[src/hdl/gaussian_smooth_and_normalize_top_assert.svh]
// Assertion macros for the Gaussian smoothing block.
`ifndef GAUSSIAN_SMOOTH_AND_NORMALIZE_TOP_ASSERT_SVH
`define GAUSSIAN_SMOOTH_AND_NORMALIZE_TOP_ASSERT_SVH
`ifndef SYNTHESIS
`define GSN_ASSERT(lbl, clk, rst_n, prop) \
  lbl: assert property (@(posedge clk) disable iff (!rst_n) prop) \
    else $error("gsn assertion failed");
`define GSN_ASSERT_ALWAYS(lbl, clk, prop) \
  lbl: assert property (@(posedge clk) prop) else $error("gsn assertion failed");
`else
`define GSN_ASSERT(lbl, clk, rst_n, prop)
`define GSN_ASSERT_ALWAYS(lbl, clk, prop)
`endif
`endif

[src/hdl/gsn_pkg.sv]
// Shared constants, types and the controller state encoding of the smoothing block.
package gsn_pkg;

  localparam int HalfWidthDef = 6;
  localparam int CountBitsDef = 24;
  localparam int NumCoef      = 7;
  localparam int CoefW        = 16;
  localparam int BinW         = 24;
  localparam int SmoothW      = 40;
  localparam int RatioW       = 24;
  localparam int DigitW       = 4;
  localparam int NumDigits    = CoefW / DigitW;
  localparam int DigitIdxW    = $clog2(NumDigits);
  localparam int CfgIdxW      = 3;
  localparam int AccExtW      = 48;
  localparam int RatioShift   = 8;
  localparam int QuoCntW      = $clog2(RatioW);

  localparam logic [SmoothW-1:0] SmoothMax = '1;
  localparam logic [RatioW-1:0]  RatioMax  = '1;

  localparam logic [CfgIdxW-1:0] RegCoefCenter = 3'd0;
  localparam logic [CfgIdxW-1:0] RegCoefOff6   = 3'd6;

  typedef logic [NumCoef-1:0][CoefW-1:0] coef_arr_t;

  localparam coef_arr_t CoefReset = {16'd145, 16'd575, 16'd1771, 16'd4249,
                                     16'd7937, 16'd11549, 16'd13086};

  typedef enum logic [2:0] {
    ST_IDLE,
    ST_SHIFT,
    ST_MAC_GO,
    ST_MAC_WAIT,
    ST_DIV_WAIT,
    ST_OUT
  } state_e;

  typedef struct packed {
    logic busy;
    logic done;
  } unit_stat_t;

endpackage

[src/hdl/gsn_mac.sv]
// Digit-serial multiply-accumulate over the symmetric kernel tap pairs.
module gsn_mac #(
  parameter int CntW  = 24,
  parameter int HalfW = 6,
  parameter int AccW  = 44
) (
  input  logic                         clk_i,
  input  logic                         rst_ni,
  input  logic                         start_i,
  input  logic [HalfW:0][CntW:0]       pair_i,
  input  gsn_pkg::coef_arr_t           coef_i,
  output logic [gsn_pkg::SmoothW-1:0]  smooth_o,
  output gsn_pkg::unit_stat_t          stat_o
);
  import gsn_pkg::*;

  localparam int GrpW  = $clog2(HalfW + 1);
  localparam int ProdW = CntW + 1 + DigitW;

  logic [GrpW-1:0]          grp_q;
  logic [DigitIdxW-1:0]     dig_q;
  logic                     busy_q;
  logic                     done_q;
  logic [AccW-1:0]          acc_q;
  logic [AccW-1:0]          acc_d;
  logic [AccW-1:0]          acc_base;
  logic [HalfW:0][CoefW-1:0] coef_use;
  logic [CntW:0]            pair_sel;
  logic [CoefW-1:0]         coef_sel;
  logic [DigitW-1:0]        digit;
  logic [ProdW-1:0]         prod;
  logic [AccExtW-1:0]       acc_ext;
  logic                     last_step;

  for (genvar g = 0; g <= HalfW; g++) begin : g_coef
    assign coef_use[g] = coef_i[g];
  end

  always_comb begin
    pair_sel  = pair_i[grp_q];
    coef_sel  = coef_use[grp_q];
    digit     = coef_sel[DigitW*dig_q +: DigitW];
    prod      = ProdW'(pair_sel) * ProdW'(digit);
    // Each new coefficient digit starts by scaling up what the previous digits gave.
    acc_base  = (grp_q == '0) ? (acc_q << DigitW) : acc_q;
    acc_d     = acc_base + AccW'(prod);
    last_step = busy_q && (grp_q == GrpW'(HalfW)) && (dig_q == '0);
    acc_ext   = AccExtW'(acc_q);
    smooth_o  = (|acc_ext[AccExtW-1:SmoothW]) ? SmoothMax : acc_ext[SmoothW-1:0];
  end

  always_ff @(posedge clk_i or negedge rst_ni) begin
    if (!rst_ni) begin
      busy_q <= 1'b0;
      done_q <= 1'b0;
      grp_q  <= '0;
      dig_q  <= '0;
    end else begin
      done_q <= last_step;
      if (start_i) begin
        busy_q <= 1'b1;
        grp_q  <= '0;
        dig_q  <= DigitIdxW'(NumDigits - 1);
      end else if (busy_q) begin
        if (grp_q == GrpW'(HalfW)) begin
          grp_q <= '0;
          dig_q <= dig_q - 1'b1;
        end else begin
          grp_q <= grp_q + 1'b1;
        end
        if (last_step) begin
          busy_q <= 1'b0;
        end
      end
    end
  end

  always_ff @(posedge clk_i) begin
    if (start_i) begin
      acc_q <= '0;
    end else if (busy_q) begin
      acc_q <= acc_d;
    end
  end

  assign stat_o.busy = busy_q;
  assign stat_o.done = done_q;

endmodule

[src/hdl/gsn_div.sv]
// Radix-2 restoring divider, saturated count/smoothed ratio as Q0.32 in 24 bits.
module gsn_div #(
  parameter int CntW = 24
) (
  input  logic                         clk_i,
  input  logic                         rst_ni,
  input  logic                         start_i,
  input  logic [CntW-1:0]              count_i,
  input  logic [gsn_pkg::SmoothW-1:0]  smooth_i,
  output logic [gsn_pkg::RatioW-1:0]   ratio_o,
  output gsn_pkg::unit_stat_t          stat_o
);
  import gsn_pkg::*;

  logic [SmoothW:0]    num_hi;
  logic                is_zero;
  logic                is_sat;
  logic [SmoothW-1:0]  rem_q;
  logic [SmoothW-1:0]  den_q;
  logic [RatioW-1:0]   quo_q;
  logic [QuoCntW-1:0]  cnt_q;
  logic                busy_q;
  logic                done_q;
  logic [SmoothW:0]    trial;
  logic [SmoothW:0]    diff;
  logic                fits;

  always_comb begin
    num_hi  = (SmoothW + 1)'(count_i) << RatioShift;
    is_zero = (smooth_i == '0);
    // The quotient overflows 24 bits exactly when count * 2^8 reaches the divisor.
    is_sat  = (num_hi >= {1'b0, smooth_i});
    trial   = {rem_q, 1'b0};
    diff    = trial - {1'b0, den_q};
    fits    = (trial >= {1'b0, den_q});
  end

  always_ff @(posedge clk_i or negedge rst_ni) begin
    if (!rst_ni) begin
      busy_q <= 1'b0;
      done_q <= 1'b0;
      cnt_q  <= '0;
    end else begin
      done_q <= 1'b0;
      if (start_i) begin
        if (is_zero || is_sat) begin
          done_q <= 1'b1;
        end else begin
          busy_q <= 1'b1;
          cnt_q  <= QuoCntW'(RatioW - 1);
        end
      end else if (busy_q) begin
        cnt_q <= cnt_q - 1'b1;
        if (cnt_q == '0) begin
          busy_q <= 1'b0;
          done_q <= 1'b1;
        end
      end
    end
  end

  always_ff @(posedge clk_i) begin
    if (start_i) begin
      rem_q <= num_hi[SmoothW-1:0];
      den_q <= smooth_i;
      if (is_zero) begin
        quo_q <= '0;
      end else if (is_sat) begin
        quo_q <= RatioMax;
      end else begin
        quo_q <= '0;
      end
    end else if (busy_q) begin
      rem_q <= fits ? diff[SmoothW-1:0] : trial[SmoothW-1:0];
      quo_q <= {quo_q[RatioW-2:0], fits};
    end
  end

  assign ratio_o     = quo_q;
  assign stat_o.busy = busy_q;
  assign stat_o.done = done_q;

endmodule

[src/hdl/gaussian_smooth_and_normalize_top.sv]
// Top level: bin window, coefficient registers, sequencing and output register.
// A releasing bin's word passes the MAC digit loop, then the divider (cut short for a zero
// or saturated ratio), then the output register; a last bin flushes up to HALF_WIDTH+1
// results in turn. The next bin is taken only after the last owed word is loaded into the
// output register, and that load waits while a held word is not yet taken.
// Reset: asynchronous, active low; clears the window, loads default weights, ready at once.
`include "gaussian_smooth_and_normalize_top_assert.svh"

module gaussian_smooth_and_normalize_top #(
  parameter int HALF_WIDTH = gsn_pkg::HalfWidthDef,
  parameter int COUNT_BITS = gsn_pkg::CountBitsDef
) (
  input  logic                                       clk_i,
  input  logic                                       rst_ni,
  // Input stream, one histogram bin per word.
  input  logic                                       s_axis_tvalid,
  output logic                                       s_axis_tready,
  input  logic [gsn_pkg::BinW-1:0]                   s_axis_tdata,  // [23:0] bin_count
  input  logic                                       s_axis_tlast,  // last_bin
  // Output stream, one smoothed bin per word.
  output logic                                       m_axis_tvalid,
  input  logic                                       m_axis_tready,
  // [39:0] smoothed_value, [63:40] ratio_value
  output logic [gsn_pkg::SmoothW+gsn_pkg::RatioW-1:0] m_axis_tdata,
  output logic                                       m_axis_tlast,  // last_out
  // Coefficient write port.
  input  logic                                       cfg_valid_i,
  output logic                                       cfg_ready_o,
  input  logic [gsn_pkg::CfgIdxW-1:0]                cfg_index_i,
  input  logic [gsn_pkg::CoefW-1:0]                  cfg_data_i
);
  import gsn_pkg::*;

  // Bins are masked to COUNT_BITS but never exceed the 24-bit field.
  localparam int CntW   = (COUNT_BITS < BinW) ? COUNT_BITS : BinW;
  localparam int WinLen = 2 * HALF_WIDTH + 1;
  localparam int AccW   = CntW + CoefW + $clog2(WinLen);
  localparam int FillW  = $clog2(HALF_WIDTH + 2);

  state_e                       state_q, state_d;
  coef_arr_t                    coef_q;
  logic [WinLen-1:0][CntW-1:0]  win_q;
  logic [FillW-1:0]             fill_q, fill_d;
  logic [FillW-1:0]             pre_q, pre_d;
  logic [FillW-1:0]             emit_q, emit_d;
  logic                         flush_q, flush_d;
  logic [FillW-1:0]             received;

  logic                         win_shift;
  logic                         win_clear;
  logic [CntW-1:0]              win_in;
  logic                         mac_start;
  logic                         div_start;
  logic                         out_load;
  logic                         last_word;

  logic [HALF_WIDTH:0][CntW:0]  pair;
  logic [SmoothW-1:0]           smooth;
  logic [RatioW-1:0]            ratio;
  unit_stat_t                   mac_stat;
  unit_stat_t                   div_stat;

  logic                         m_tvalid_q;
  logic [SmoothW-1:0]           m_smooth_q;
  logic [RatioW-1:0]            m_ratio_q;
  logic                         m_last_q;

  // Coefficients may be written at any time; indexes past the last one are dropped.
  assign cfg_ready_o = 1'b1;

  always_ff @(posedge clk_i or negedge rst_ni) begin
    if (!rst_ni) begin
      coef_q <= CoefReset;
    end else if (cfg_valid_i && (cfg_index_i <= RegCoefOff6)) begin
      coef_q[cfg_index_i] <= cfg_data_i;
    end
  end

  // The result is always computed for the bin in the middle of the window. On the
  // last bin, zeros are shifted in so that each pending bin passes the middle in turn,
  // which is the same as treating the bins after the end as empty.
  for (genvar g = 0; g <= HALF_WIDTH; g++) begin : g_pair
    if (g == 0) begin : g_mid
      assign pair[g] = {1'b0, win_q[HALF_WIDTH]};
    end else begin : g_side
      assign pair[g] = (CntW + 1)'(win_q[HALF_WIDTH-g]) + (CntW + 1)'(win_q[HALF_WIDTH+g]);
    end
  end

  always_comb begin
    state_d       = state_q;
    fill_d        = fill_q;
    pre_d         = pre_q;
    emit_d        = emit_q;
    flush_d       = flush_q;
    win_shift     = 1'b0;
    win_clear     = 1'b0;
    win_in        = '0;
    mac_start     = 1'b0;
    div_start     = 1'b0;
    out_load      = 1'b0;
    s_axis_tready = 1'b0;
    received      = fill_q + 1'b1;
    last_word     = flush_q && (emit_q == FillW'(1));

    unique case (state_q)
      ST_IDLE: begin
        s_axis_tready = 1'b1;
        if (s_axis_tvalid) begin
          win_shift = 1'b1;
          win_in    = s_axis_tdata[CntW-1:0];
          if (fill_q < FillW'(HALF_WIDTH)) begin
            fill_d = fill_q + 1'b1;
          end
          if (s_axis_tlast) begin
            flush_d = 1'b1;
            if (received > FillW'(HALF_WIDTH)) begin
              emit_d  = FillW'(HALF_WIDTH + 1);
              state_d = ST_MAC_GO;
            end else begin
              // Short histogram: move its oldest bin to the middle first.
              emit_d  = received;
              pre_d   = FillW'(HALF_WIDTH + 1) - received;
              state_d = ST_SHIFT;
            end
          end else if (received > FillW'(HALF_WIDTH)) begin
            flush_d = 1'b0;
            emit_d  = FillW'(1);
            state_d = ST_MAC_GO;
          end
        end
      end
      ST_SHIFT: begin
        win_shift = 1'b1;
        pre_d     = pre_q - 1'b1;
        if (pre_q == FillW'(1)) begin
          state_d = ST_MAC_GO;
        end
      end
      ST_MAC_GO: begin
        mac_start = 1'b1;
        state_d   = ST_MAC_WAIT;
      end
      ST_MAC_WAIT: begin
        if (mac_stat.done) begin
          div_start = 1'b1;
          state_d   = ST_DIV_WAIT;
        end
      end
      ST_DIV_WAIT: begin
        if (div_stat.done) begin
          state_d = ST_OUT;
        end
      end
      ST_OUT: begin
        if (!m_tvalid_q || m_axis_tready) begin
          out_load = 1'b1;
          emit_d   = emit_q - 1'b1;
          if (emit_q == FillW'(1)) begin
            if (flush_q) begin
              win_clear = 1'b1;
              fill_d    = '0;
            end
            state_d = ST_IDLE;
          end else begin
            win_shift = 1'b1;
            state_d   = ST_MAC_GO;
          end
        end
      end
      default: begin
        state_d = ST_IDLE;
      end
    endcase
  end

  always_ff @(posedge clk_i or negedge rst_ni) begin
    if (!rst_ni) begin
      state_q <= ST_IDLE;
      fill_q  <= '0;
      pre_q   <= '0;
      emit_q  <= '0;
      flush_q <= 1'b0;
      win_q   <= '0;
    end else begin
      state_q <= state_d;
      fill_q  <= fill_d;
      pre_q   <= pre_d;
      emit_q  <= emit_d;
      flush_q <= flush_d;
      if (win_clear) begin
        win_q <= '0;
      end else if (win_shift) begin
        win_q <= {win_q[WinLen-2:0], win_in};
      end
    end
  end

  gsn_mac #(
    .CntW  (CntW),
    .HalfW (HALF_WIDTH),
    .AccW  (AccW)
  ) u_mac (
    .clk_i    (clk_i),
    .rst_ni   (rst_ni),
    .start_i  (mac_start),
    .pair_i   (pair),
    .coef_i   (coef_q),
    .smooth_o (smooth),
    .stat_o   (mac_stat)
  );

  gsn_div #(
    .CntW (CntW)
  ) u_div (
    .clk_i    (clk_i),
    .rst_ni   (rst_ni),
    .start_i  (div_start),
    .count_i  (win_q[HALF_WIDTH]),
    .smooth_i (smooth),
    .ratio_o  (ratio),
    .stat_o   (div_stat)
  );

  // Output register: holds a finished word while the next bin is taken in.
  always_ff @(posedge clk_i or negedge rst_ni) begin
    if (!rst_ni) begin
      m_tvalid_q <= 1'b0;
    end else if (out_load) begin
      m_tvalid_q <= 1'b1;
    end else if (m_axis_tready) begin
      m_tvalid_q <= 1'b0;
    end
  end

  always_ff @(posedge clk_i) begin
    if (out_load) begin
      m_smooth_q <= smooth;
      m_ratio_q  <= ratio;
      m_last_q   <= last_word;
    end
  end

  assign m_axis_tvalid = m_tvalid_q;
  assign m_axis_tdata  = {m_ratio_q, m_smooth_q};
  assign m_axis_tlast  = m_last_q;

  `GSN_ASSERT(a_flush_clears_fill, clk_i, rst_ni, (out_load && last_word) |=> (fill_q == '0))
  `GSN_ASSERT(a_zero_ratio, clk_i, rst_ni, (m_tvalid_q && (m_smooth_q == '0)) |-> (m_ratio_q == '0))
  `GSN_ASSERT(a_units_exclusive, clk_i, rst_ni, !(mac_stat.busy && div_stat.busy))
  `GSN_ASSERT_ALWAYS(a_fill_bound, clk_i, !rst_ni || (fill_q <= FillW'(HALF_WIDTH)))

endmodule

[config.mk]
export PLATFORM = sky130hd
export DESIGN_NAME = gaussian_smooth_and_normalize_top
export DESIGN_NICKNAME = d
export VERILOG_FILES = /design/src/hdl/gsn_pkg.sv /design/src/hdl/gsn_mac.sv /design/src/hdl/gsn_div.sv /design/src/hdl/gaussian_smooth_and_normalize_top.sv
export VERILOG_INCLUDE_DIRS = /design/src /design/src/hdl
export SDC_FILE = /design/constraint.sdc
export NUM_CORES = 2
export LEC_CHECK = 0
export BUFFER_PORTS_ARGS = -buffer_cell sky130_fd_sc_hd__buf_2
export CAP_MARGIN = 20
export CORE_ASPECT_RATIO = 1.2
export CORE_MARGIN = 3
export CORE_UTILIZATION = 30
export DETAILED_ROUTE_END_ITERATION = 10
export GPL_ROUTABILITY_DRIVEN = 0
export PLACE_DENSITY_LB_ADDON = 0.08
export REMOVE_ABC_BUFFERS = 1
export SETUP_SLACK_MARGIN = 0.05
export SLEW_MARGIN = 25
export SYNTH_ARGS = -nofsm -noshare
export SYNTH_HDL_FRONTEND = slang
export SYNTH_SLANG_ARGS = --single-unit
[constraint.sdc]
create_clock -name clk_i -period 9.8 [get_ports clk_i]
set_clock_uncertainty 0.1 [all_clocks]
set_input_delay 0.98 -clock clk_i [delete_from_list [all_inputs] [get_ports clk_i]]
set_output_delay 0.98 -clock clk_i [all_outputs]
set_load 0.05 [all_outputs]
Yosys cells after proc, flatten, opt, wreduce, memory -nomap -nowiden
Index checks and enable logic that the tools add are counted. Widths: inputs -> output; s select.

Register bits after elaboration: 665. Output and inout port bits: 68.

Reductions and logical operators: 29. Multiplexer cells: 84. Multipliers: 1. $add $sub $neg: 15. Shift operators: 1. Order comparisons: 8. Equal/unequal tests: 20.

Operators by type and width (count): $mux 312 (2); $add 24x24->25 (6); $mux 24 (6); $bwmux 112 (1); $mux 40 (2); $bmux 25 s3 (1); $mux 3 (23); $mux 32 (2); $bmux 16 s3 (1); $demux 16 s3 (1); $add 44x29->44 (1); $mux 44 (1); $ge 41x40->1 (1); $ge 32x40->1 (1); $logic_not 40->1 (1); $sub 40x40->40 (1); $mux 16 (2); $mul 25x4->29 (1); $mux 1 (28); $mux 25 (1); $ne 2x2->1 const B (9); $pmux 3 s2 (3); $pmux 3 s6 (1); $reduce_bool 2->1 (8); other kinds (30) (54).

Depth between registers and ports, before layout
Word-level depth: 6. Gate-level depth with buffers: 28. Depth with buffers taken out: 28.

Cells and area by module
From an unflattened synthesis, not the netlist that was laid out.

Cell total of the unflattened synthesis: 4569. Area, all modules: 42734.7 um^2.

By module, submodules not included: gaussian_smooth_and_normalize_top (area an instance 25963.7 um^2, times used 1, cells an instance 2635); gsn_mac (area an instance 9095.0 um^2, times used 1, cells an instance 1101); gsn_div (area an instance 7676.1 um^2, times used 1, cells an instance 833).

Worst setup path before layout
OpenSTA, ideal clock, no wires.

Path kind: reg2reg. Start: register win_q[96] (netlist name). End: register u_mac.acc_q[34]. Buffers on the path: 1. Period minus slack after synthesis: 7098 ps. Arrival time: 6870 ps. Library setup time: 128 ps. Cell stages (with the launch flop): 28. Slack: 2702 ps. Required time: 9572 ps. Cells stage by stage: dfrtp_1 -> ha_1 -> fa_1 -> a211o_1 -> a21oi_1 -> o21ai_0 -> a21o_1 -> a211oi_1 -> nor3_1 -> o221a_2 -> a32oi_1 -> nor2_1 -> fa_1 -> fa_1 -> inv_1 -> fa_1 -> inv_1 -> ha_1 -> clkbuf_1 -> a21o_1 -> a211o_1 -> a2111oi_0 -> a21oi_1 -> a311o_1 -> and3_1 -> xor2_1 -> a221oi_1 -> nor2_1.

Word-level cells in the longest chain between the ends: 5.

RTL lines: start: declaration (RTL line gaussian_smooth_and_normalize_top.sv:42) `logic [WinLen-1:0][CntW-1:0] win_q;`; start signal: assignment (RTL line gaussian_smooth_and_normalize_top.sv:194) `win_q <= {win_q[WinLen-2:0], win_in};`; $add 24x24->25 (RTL line gaussian_smooth_and_normalize_top.sv:86) `assign pair[g] = (CntW + 1)'(win_q[HALF_WIDTH-g]) + (CntW + 1)'(win_q[HALF_WIDTH+g]);`; $bmux 25 s3 (RTL line gsn_mac.sv:40) `pair_sel = pair_i[grp_q];`; $mux 25 (not written as such) (RTL line gsn_mac.sv:40); $mul 25x4->29 (RTL line gsn_mac.sv:43) `prod = ProdW'(pair_sel) * ProdW'(digit);`; $add 44x29->44 (RTL line gsn_mac.sv:46) `acc_d = acc_base + AccW'(prod);`; end signal: assignment (RTL line gsn_mac.sv:80) `acc_q <= '0;`; end signal: assignment (RTL line gsn_mac.sv:82) `acc_q <= acc_d;`; end: declaration (RTL line gsn_mac.sv:24) `logic [AccW-1:0] acc_q;`.

No other way between the ends. The select of a mux whose other input is x is not followed. A chain may end at the register's enable or synchronous reset.

Final worst setup path
Start: register win_q[1] (netlist name). End: register u_mac.acc_q[41].

Same word-level chain as after synthesis.

==> insert_results.sql <==
INSERT INTO impl_metrics (metric_group, metric, value, unit) VALUES
('sta', 'worst_hold_slack', '0.171', 'ns'),
('sta', 'clock.fmax', '118', 'MHz'),
('worst_setup_path', 'worst_path_max_delay_cell', 'sky130_fd_sc_hd__a211oi_1', ''),
('worst_setup_path', 'critPathLaunchType', 'register', ''),
('global_routing', 'overflow_after_grt', '0', ''),
('run_status', 'status', 'complete, no violations', ''),
('detailed_routing', 'drc', '0', ''),
('placement', 'placed_cells', '6544', ''),
('floorplanning', 'die_w', '352', 'microns'),
('yosys', 'post_synth_most_frequent_cells', 'sky130_fd_sc_hd__nand2_1 (879), sky130_fd_sc_hd__a21oi_1 (521), sky130_fd_sc_hd__dfrtp_1 (407)', ''),
('floorplanning', 'floorplan.rows', '151', ''),
('worst_setup_path', 'crit_family', 'compound AO/OA/AOI/OAI gates', ''),
('cells_and_area', 'layout.cells.non_filler', '6707', ''),
('yosys', 'ys_seq_elements', '665', ''),
('clocking', 'cts_setup_buffers', '0', ''),
('yosys', 'post_synth_cell_types', '101', ''),
('worst_setup_path', 'cpPeakStageDelay', '0.87', 'ns'),
('cells_and_area', 'multiInputGateArea', '24200', 'sq um'),
('worst_setup_path', 'crit_path_buf_inv_count', '2', ''),
('worst_setup_path', 'reg2reg_to', 'u_mac.acc_q[41]$_SDFFE_PP0P_', ''),
('sta', 'period_share', '0.863', ''),
('sta', 'finalSetupViolCount', '0', ''),
('worst_setup_path', 'crit_type', 'reg -> reg', ''),
('detailed_routing', 'drt_iter0_markers', '2206', ''),
('floorplanning', 'ioPinCount', '117', ''),
('clocking', 'cts_buffers', '85', ''),
('clocking', 'cts-root-to-sink-buffers', '3', ''),
('yosys', 'synth_edf_count', '153', ''),
('cells_and_area', 'final_nets', '5102', ''),
('yosys', 'number_of_instances_in_the_synthesized_netlist', '4719', ''),
('worst_setup_path', 'crit_arrival', '8.91', 'ns'),
('detailed_routing', 'wl_final', '143000', 'microns'),
('cells_and_area', 'n_fill_cell', '14800', ''),
('clocking', 'cts.reportedPaths.clkPinSlew', '0.06', 'ns'),
('sta', 'grt_setup_unrepaired', 'false', ''),
('worst_setup_path', 'cp_common_cell', 'sky130_fd_sc_hd__fa_1', ''),
('yosys', 'post_synth_main_area_contributors', 'sky130_fd_sc_hd__dfrtp_1 (24%), sky130_fd_sc_hd__edfxtp_1 (11%), sky130_fd_sc_hd__nand2_1 (7.7%)', ''),
('global_routing', 'grt_max_degree', '166', ''),
('cells_and_area', 'sequential_standard_cell_area', '17200', 'sq um'),
('detailed_routing', 'drt_first_pass_iters', '6', ''),
('min_path', 'hold_path_class', 'in -> async', ''),
('worst_setup_path', 'setup.worst_path.end_class', 'register', ''),
('cells_and_area', 'areaGrowthSynthToFinish', '13.0', '%'),
('global_routing', 'first_global_vias', '35700', ''),
('detailed_routing', 'drt-wirelength-per-cell', '21.3', 'microns'),
('cells_and_area', 'layout-drive-gt1-share', '0.120', ''),
('yosys', 'syn_avg_cell_area', '9.14', 'sq um'),
('detailed_routing', 'vias_per_cell', '5.16', ''),
('sta', 'slew-limit-headroom', '0.317', ''),
('global_routing', 'grtUsageTotal', '0.188', ''),
('sta', 'report.final.hold_viol_count', '0', ''),
('global_routing', 'antenna_found_initial', '6', ''),
('worst_setup_path', 'cp_max_fo', '8', ''),
('floorplanning', 'floorplan.die_area', '148000', 'sq um'),
('floorplanning', 'core-area', '142000', 'sq um'),
('yosys', 'top_cell_type_by_total_area_after_synthesis', 'sky130_fd_sc_hd__dfrtp_1', ''),
('run', 'max-cap-violations', '0', ''),
('placement', 'hpwlAfterDp', '103000', 'microns'),
('clocking', 'clock_latency', '0.70', 'ns'),
('yosys', 'synth.most_common_cell', 'sky130_fd_sc_hd__nand2_1', ''),
('yosys', 'cell_area_synth', '43100', 'sq um'),
('clocking', 'htree_levels', '3', ''),
('sta', 'fin_crit', '8.45', 'ns'),
('worst_setup_path', 'cp_data_required_time', '10.26', 'ns'),
('global_routing', 'wire_length_of_the_first_global_routing_pass', '219000', 'microns'),
('clocking', 'hold_buffers', '0', ''),
('clocking', 'cts_sinks', '665', ''),
('worst_setup_path', 'worst-r2r-cell-count', '24', ''),
('detailed_routing', 'route.vias.total', '34600', ''),
('placement', 'portBuffers', '115', ''),
('clocking', 'tritoncts', 'built', '');
per-layer routing:
metal | part of all wire | up-vias | track usage
met1 | 0.44 | 16900 | 0.237
met3 | 0.034 | 225 | 0.0228
met2 | 0.49 | 702 | 0.332
met5 | 0.00043 | - | 0
li1 | - | 16700 | -
met4 | 0.031 | 10 | 0.0637
worst max path at each step:
stage,start,endpoint,slack [ns],cells after the start
floorplan,m_axis_tready,pair[0]$_DFFE_PN0P_,-8.33,5
global placement,win_q[1]$_DFFE_PN0P_,u_mac.acc_q[41]$_SDFFE_PP0P_,1.53,24
detailed placement,win_q[1]$_DFFE_PN0P_,u_mac.acc_q[41]$_SDFFE_PP0P_,1.42,24
CTS,win_q[1]$_DFFE_PN0P_,u_mac.acc_q[41]$_SDFFE_PP0P_,1.38,24
global route,win_q[1]$_DFFE_PN0P_,u_mac.acc_q[41]$_SDFFE_PP0P_,0.82,24
finish,win_q[1]$_DFFE_PN0P_,u_mac.acc_q[41]$_SDFFE_PP0P_,1.35,24
metrics by stage:
step / setup WS (ns) / util / cell area (sq um)
after floorplan: -8.33 / - / 42100
after global placement: 1.53 / 0.322 / 45700
after detailed placement: 1.42 / 0.322 / 45700
after CTS: 1.38 / 0.343 / 48700
after global routing: 0.824 / 0.343 / 48700
final: 1.35 / 0.343 / 48700
state kept, by name, indices dropped and copies added, names as in the netlist, 2 cells and up:
register	flops
m_ratio_q	24
win_q	288
u_div.ratio_o	24
pair	24
u_mac.acc_q	44
fill_q	3
coef_q	112
pre_q	3
emit_q	3
m_smooth_q	40
u_mac.grp_q	3
u_div.rem_q	40
u_div.den_q	40
u_mac.dig_q	2
u_div.cnt_q	5
state_q	3
cells by family after synthesis:
group                      Yosys count  synth area share
buffers and inverters              486            0.0432
adders and majority gates          334             0.111
DFF                                665             0.398
and+or+nand+nor                   1582             0.162
other                                1         0.0000870
muxes                              259            0.0739
xor gates and xnor gates           165            0.0335
AOI/OAI and AO/OA                 1227             0.178
cell type report:
class / instances / area share
flip-flops and latches: 665 / 0.353
repair buffers: 173 / 0.0223
diodes: 4 / 0.000206
well taps: 1912 / 0.0491
inverters: 226 / 0.0174
clock inverters: 47 / 0.0141
clock buffers: 112 / 0.0474
multi-input cells: 3568 / 0.497
placed cells by master, fill, tap and decap left out, types with 113 or more instances in the layout:
| cell | Yosys | layout |
|---|---|---|
| sky130_fd_sc_hd__inv_1 | 223 | 221 |
| sky130_fd_sc_hd__mux2_2 | 113 | 113 |
| sky130_fd_sc_hd__nand2_1 | 879 | 878 |
| sky130_fd_sc_hd__ha_1 | 255 | 255 |
| sky130_fd_sc_hd__edfxtp_1 | 153 | 153 |
| sky130_fd_sc_hd__dfrtp_1 | 407 | 403 |
| sky130_fd_sc_hd__o21ai_0 | 160 | 160 |
| sky130_fd_sc_hd__nor2_1 | 259 | 256 |
| sky130_fd_sc_hd__a21oi_1 | 521 | 521 |
| sky130_fd_sc_hd__buf_2 | 15 | 114 |
Power is left out: the tool's default activity adds up to more than one toggle a clock period on the data nets, which glitch-free logic cannot reach.
